--- src/arrt_pkg.sv ---
// shared constants and types of the address range region table
`timescale 1ns / 1ps
package arrt_pkg;

    localparam int TABLE_DEPTH = 128;
    localparam int ADDR_BITS   = 48;
    localparam int OFFS_BITS   = ADDR_BITS + 1;
    localparam int CNT_BITS    = $clog2(TABLE_DEPTH + 1);

    typedef logic [ADDR_BITS-1:0]        t_addr;
    typedef logic signed [OFFS_BITS-1:0] t_offs;
    typedef logic [CNT_BITS-1:0]         t_cnt;

    typedef enum logic {
        CMD_ADD    = 1'b0,
        CMD_LOOKUP = 1'b1
    } t_cmd;

    // one beat travelling down the row of cells
    typedef struct packed {
        logic  valid;
        t_cmd  cmd;
        logic  err;      // add dropped, table full
        logic  done;     // add already stored
        t_cnt  rem;      // cells still ahead of the target / still to compare
        t_addr qa;
        logic  sm;
        logic  hit;
        t_addr os;
        t_addr oe;
        t_addr ms;
        t_addr me;
        t_offs offs;
    } t_pkt;

endpackage

--- src/arrt_cell.sv ---
// one table entry: stores an added region and range-checks passing lookups
`timescale 1ns / 1ps
module arrt_cell import arrt_pkg::*; (
    input  logic i_clk,
    input  logic i_rst_n,
    input  logic i_adv,
    input  t_pkt i_pkt,
    output t_pkt o_pkt
);

    t_addr r_os;
    t_addr r_oe;
    t_addr r_ms;
    t_addr r_me;
    t_offs r_offs;
    t_pkt  r_pkt;
    t_pkt  n_pkt;
    logic  w_wr;
    t_addr w_lo;
    t_addr w_hi;

    always_comb begin
        n_pkt = i_pkt;
        w_wr  = 1'b0;
        w_lo  = i_pkt.sm ? r_ms : r_os;
        w_hi  = i_pkt.sm ? r_me : r_oe;
        if (i_pkt.valid) begin
            unique case (i_pkt.cmd)
                CMD_ADD: begin
                    if (!i_pkt.err && !i_pkt.done && i_pkt.rem == '0) begin
                        w_wr       = 1'b1;
                        n_pkt.done = 1'b1;
                    end
                end
                CMD_LOOKUP: begin
                    // only entries already written are compared
                    if (i_pkt.rem != '0 && !i_pkt.hit &&
                        w_lo <= i_pkt.qa && i_pkt.qa <= w_hi) begin
                        n_pkt.hit  = 1'b1;
                        n_pkt.os   = r_os;
                        n_pkt.oe   = r_oe;
                        n_pkt.ms   = r_ms;
                        n_pkt.me   = r_me;
                        n_pkt.offs = r_offs;
                    end
                end
                default: ;
            endcase
            if (i_pkt.rem != '0) begin
                n_pkt.rem = i_pkt.rem - 1'b1;
            end
        end
    end

    always_ff @(posedge i_clk) begin
        if (i_adv && w_wr) begin
            r_os   <= i_pkt.os;
            r_oe   <= i_pkt.oe;
            r_ms   <= i_pkt.ms;
            r_me   <= i_pkt.me;
            r_offs <= t_offs'({1'b0, i_pkt.os} - {1'b0, i_pkt.ms});
        end
    end

    always_ff @(posedge i_clk) begin
        if (!i_rst_n) begin
            r_pkt <= '0;
        end else if (i_adv) begin
            r_pkt <= n_pkt;
        end
    end

    assign o_pkt = r_pkt;

    a_rem_count_down: assert property (@(posedge i_clk) disable iff (!i_rst_n)
        i_adv && i_pkt.valid && i_pkt.rem != '0 |=> r_pkt.rem == $past(i_pkt.rem) - 1'b1)
        else $error("cell did not count down");

    a_no_write_on_error: assert property (@(posedge i_clk) disable iff (!i_rst_n)
        i_pkt.valid && i_pkt.err |-> !w_wr)
        else $error("dropped add written into cell");

    a_hit_sticky: assert property (@(posedge i_clk) disable iff (!i_rst_n)
        i_adv && i_pkt.valid && i_pkt.hit |=> r_pkt.hit && r_pkt.offs == $past(i_pkt.offs))
        else $error("earlier hit overwritten");

endmodule

--- config.mk ---
export PLATFORM = sky130hd
export DESIGN_NAME = arrt_cell
export DESIGN_NICKNAME = d
export VERILOG_FILES = /design/src/arrt_pkg.sv /design/src/arrt_cell.sv
export SDC_FILE = /design/constraint.sdc
export NUM_CORES = 1
export LEC_CHECK = 0
export BUFFER_PORTS_ARGS = -buffer_cell sky130_fd_sc_hd__buf_2
export CAP_MARGIN = 0
export CORE_AREA = 4 4 238 240
export CTS_CLUSTER_DIAMETER = 50
export DETAILED_ROUTE_END_ITERATION = 10
export DIE_AREA = 0 0 242 244
export GPL_ROUTABILITY_DRIVEN = 0
export HOLD_SLACK_MARGIN = 0.15
export PLACE_DENSITY = 0.85
export SYNTH_ARGS = -nofsm -noshare
export SYNTH_HDL_FRONTEND = slang
export SYNTH_SLANG_ARGS = --single-unit
--- constraint.sdc ---
create_clock -name i_clk -period 56.9 [get_ports i_clk]
set_input_delay 0 -clock i_clk [delete_from_list [all_inputs] [get_ports i_clk]]
set_output_delay 0 -clock i_clk [all_outputs]
set_load 0.05 [all_outputs]
======== Word-level counts from Yosys, hierarchy flattened ========
Cells that the tools add are included.
word-level totals
  flip-flop bits (word level) ............. 544
  memory bits (read-only) ................. 0
  output and inout port bits .............. 303
  bits in writable memories ............... 0
  latch bits .............................. 0
  input port bits ......................... 306
  memories kept ........................... 0
cells by class
  multiplexer cells ....................... 12
  eq/ne operators ......................... 0
  div/mod/pow operators ................... 0
  reduce and logical (&&, ||, !) cells .... 11
  bitwise operators ....................... 0
  shift operators ......................... 0
  multiply operators ...................... 0
  order comparisons ....................... 2
  $add $sub $neg .......................... 2
operators with widths
  cell                                               number
  two-way mux 242 bit                                3
  <= comparator 48 bit                               2
  two-way mux 48 bit                                 2
  subtractor 48 x 48 -> 49 bit                       1
  two-way mux 9 bit                                  1
  zero test 8 bit                                    1
  two-way mux 8 bit                                  1
  nonzero test 8 bit                                 1
  subtractor 8 x 1 -> 8 bit (second input constant)  1
  logical AND 1 bit                                  6
  two-way mux 1 bit                                  5
  zero test 1 bit                                    3

======== Longest topological paths before layout ========
  word-level depth ........................ 7
  mapped depth ............................ 17
  mapped depth without buffers ............ 12

======== Worst setup path before layout ========
No wires, ideal clock.
  path kind ............................... in2reg
  start point ............................. input i_pkt[293] (netlist name)
  end point ............................... register r_pkt, in the netlist o_pkt[299]
  arrival time ............................ 25084 ps
  path buffers ............................ 0
  path slack .............................. 31652 ps
  stages .................................. 5
  required time ........................... 56735 ps
  cells stage by stage .................... or4_4 -> nor4_1 -> nand2_1 -> nor4_1 -> o21a_1
between the ends
  cells in the longest elaborated chain, start to end .. 5
RTL lines
  element               line             source
  from (decl)           arrt_cell.sv:7   input t_pkt i_pkt,
  zero test 8 bit       arrt_cell.sv:30  if (!i_pkt.err && !i_pkt.done && i_pkt.rem == '0) begin
  logical AND 1 bit     arrt_cell.sv:30
  two-way mux 1 bit     arrt_cell.sv:30
  two-way mux 1 bit     arrt_cell.sv:28  unique case (i_pkt.cmd)
  two-way mux 9 bit     arrt_cell.sv:27  if (i_pkt.valid) begin
  to (signal assigned)  arrt_cell.sv:69  r_pkt <= n_pkt;
  to (decl)             arrt_cell.sv:16  t_pkt r_pkt;
Every way passes these cells.
A chain may end at the register's enable or synchronous reset.

======== Final worst setup path ========
  start point ............................. input i_pkt[242] (netlist name)
  end point ............................... register r_pkt, in the netlist o_pkt[195]
between the ends
  cells in the longest elaborated chain, start to end .. 7
  elaborated cells between the ends (all ways) .. 9
  those cells by class .................... order compare (2); mux (5); reduce/logical (2)
RTL lines
  element                  line             source
  two-way mux 48 bit       arrt_cell.sv:25  w_lo = i_pkt.sm ? r_ms : r_os;
  <= comparator 48 bit     arrt_cell.sv:38  w_lo <= i_pkt.qa && i_pkt.qa <= w_hi) begin
  logical AND 1 bit        arrt_cell.sv:37  if (i_pkt.rem != '0 && !i_pkt.hit &&
  logical AND 1 bit (*)    arrt_cell.sv:38
  two-way mux 242 bit (*)  arrt_cell.sv:37
  two-way mux 242 bit (*)  arrt_cell.sv:28
  two-way mux 242 bit (*)  arrt_cell.sv:27
Mark *: on every way between the ends. The rest lies on a longest branch, timed or not.

==> impl_metrics.tcl <==
set metrics [dict create \
    crit_required_ns 57.36 \
    p_leak_uw 0.0157 \
    h-tree-depth 2 \
    hold_start "i_pkt[221]" \
    placementRows 86 \
    synthAdderAreaFrac_pct 7.00 \
    dieArea_mm2 0.0590 \
    peakVddDrop_mv 0.0287 \
    p_per_area_mw_per_mm2 29.0 \
    grt_start_max_net_pins 225 \
    synthToLayoutAreaGrowth_pct 38.2 \
    reg2reg_from "r_me[17]$_DFFE_PP_" \
    die_h_um 244 \
    antenna_left 0 \
    min_period_over_period_pct 10.2 \
    maxCapViolations 0 \
    fmax_mhz 173 \
    final-hold-violation-count 0 \
    synth_top_family_by_area "compound AO/OA/AOI/OAI gates" \
    async_reset_ff_share_pct 0 \
    max_stage_delay_ns 0.92 \
    hpwl_mm 58.8 \
    period_minus_slack_ns 5.78 \
    rr_worst_depth 13 \
    post_drt_via_cell_ratio 6.03 \
    clk_path_buf_depth 3 \
    grt_use_total_pct 33.4 \
    post_dp_cell_area_mm2 0.0296 \
    initial_core_util_pct 48.3 \
    hold_class "in -> reg" \
    synthMuxAreaShare_pct 15.1 \
    drtPass1Iterations 6 \
    wl_mm 104 \
    layout-drive-gt1-share_pct 22.7 \
    crit_path_top_delay_cell "buf_4" \
    path_cells "buf_6, buf_4, mux2i_1, ha_1, a21o_1, a21o_1, a21oi_1, o21ai_1, nor4_1, a41oi_1, a22oi_2, buf_4, buf_4, mux2i_1, a21oi_1" \
    ys_ff_latch 544 \
    final_cell_mix "605 x buf_2, 482 x dlygate4sd3_1, 342 x mux2i_1, 306 x a21oi_1, 303 x dfxtp_1" \
    final.setup.tns_ns 0 \
    cts_buffers 60 \
    critPathLaunchType "input port" \
    seq_area_mm2 0.0133 \
    synthesis.area_mm2 0.0264 \
    layout_commonest_cell "buf_2" \
    final_area_mm2 0.0365 \
    clock_sinks 544 \
    fillers 3613 \
    worst_pin_slew_ns 1.18 \
    worst-path-max-fanout 61 \
    synthCells 2385 \
    timing.rr.end "o_pkt[195]$_SDFFE_PN0P_" \
    port_buffers 608 \
    yosysUniqueCellTypes 67 \
    crit_path_frequent_cell "buf_4" \
    endpoint_kind "flop" \
    first_iter_violations 2669 \
    grt_pass1_vias 25968 \
    synth_xor_area_share_pct 1.59 \
    rsz0062_at_grt "false" \
    grt-ovfl-total 0 \
    die_w_um 242 \
    cts.clk_slew.worst_paths_ns 0.06 \
    drcViolationCount 0 \
    arrival_ns 6.24 \
    clock_skew_ns 0.0320 \
    clk-insertion-delay-late_ns 0.63 \
    syn_nets 2838 \
    synth_compound_area_share_pct 15.8 \
    core-area_mm2 0.0547 \
    cts_root_buf "clkbuf_16" \
    crit_type "in -> reg" \
    ios 609 \
    avgRoutedWirePerCell_um 25.0 \
    yosysWarnings 0 \
    vias 25091 \
    holdPathEnd "r_os[28]$_DFFE_PP_" \
    cts_tree "built" \
    synth_edf_count 241 \
    seq_area_frac_synth_pct 50.4 \
    multi_input_area_mm2 0.0118 \
    grt_pass1_wl_mm 155 \
    synthSimpleGateAreaFrac_pct 5.30 \
    relSlewSlack_pct 21.5 \
    nets 3853 \
    slew_violations 0 \
    regToRegSetupSlack_ns 51.51 \
    antenna_found_initial 4 \
    hold_path_depth 2 \
    ys.flop_type "dfxtp_1" \
    outcome "finished, final reports clean" \
    syn_avg_cell_area_um2 11.1 \
    setup_viol 0 \
]
-- final cells by class --
type / count / share of cell area [%]
multi-input cells: 1580 / 32.4
diodes: 3 / 0.0206
well taps: 704 / 2.41
flip-flops and latches: 544 / 36.5
clock buffers: 82 / 4.73
inverters: 111 / 1.14
clock inverters: 32 / 0.888
repair buffers: 1103 / 22.0
-- cell usage after synthesis, types with 20 or more instances --
master,count,area [um2]
dfxtp_1,303,6070
o21ai_0,271,1360
a21oi_1,306,1530
xnor2_1,32,280
nor2_1,31,116
nand2_1,46,173
nand4_1,28,175
clkbuf_1,113,424
a21o_1,68,510
nand3_1,20,100
ha_1,146,1830
edfxtp_1,241,7240
nor2b_1,63,394
mux2_2,49,552
inv_1,111,417
mux2i_1,342,3420
-- flip-flops by register name, summed over array words and instances, names as in the netlist --
signal  count
o_pkt     303
r_ms       48
r_offs     49
r_oe       48
r_os       48
r_me       48
-- worst max path at each step --
stage | start | cells past startpoint | slack, ns | to
floorplan | i_pkt[293] | 5 | 31.65 | o_pkt[299]$_SDFFE_PN0P_
global placement | i_pkt[242] | 14 | 50.85 | o_pkt[59]$_SDFFE_PN0P_
detailed placement | i_pkt[242] | 14 | 50.69 | o_pkt[56]$_SDFFE_PN0P_
CTS | i_pkt[242] | 14 | 51.33 | o_pkt[154]$_SDFFE_PN0P_
global route | i_pkt[242] | 14 | 50.86 | o_pkt[104]$_SDFFE_PN0P_
finish | i_pkt[242] | 15 | 51.12 | o_pkt[195]$_SDFFE_PN0P_
-- metal layers --
metal	wire length, um	GRT usage [%]
met5	13	0
met4	8220	22.2
met3	9510	7.12
met2	51100	58.4
met1	35100	36.8
-- through the flow --
stage / worst slack, ns / std cells / power, uW / util, % / hold slack (ns)
after floorplan: 31.65 / 2385 / 564 / - / 0.0989
after global placement: 50.85 / 3560 / 613 / 54.2 / 0.191
after detailed placement: 50.69 / 3560 / 616 / 54.2 / 0.192
after CTS: 51.33 / 4156 / 1040 / 66.7 / 0.150
after global routing: 50.86 / 4159 / 1090 / 66.7 / 0.163
final: 51.12 / 4159 / 1060 / 66.7 / 0.181
-- critical path, delay by kind of cell --
kind                     cells  cell delay, ns
AO/OA/AOI/OAI                7            1.39
buffers and inverters        4            2.92
AND/OR/NAND/NOR              1            0.60
multiplexers                 2            0.72
adder cells (fa/ha/maj)      1            0.29
-- logic make-up after synthesis --
family                   Yosys count
AO/OA/AOI/OAI                    738
flip-flops                       544
multiplexers                     391
buffers and inverters            261
AND/OR/NAND/NOR                  256
adder cells (fa/ha/maj)          147
XOR/XNOR                          48
-- timing repair --
item	CTS	global route
endpoints found under the hold margin	593	0
buffers inserted	0	0
resized for setup	0	0
hold buffers	482	0
-- report_power, final --
| group | internal, uW | switching [uW] |
|---|---|---|
| Combinational | 77.5 | 139 |
| Clock | 233 | 176 |
| Sequential | 424 | 9.54 |
Note: power is estimated with default switching activity, not from simulation.
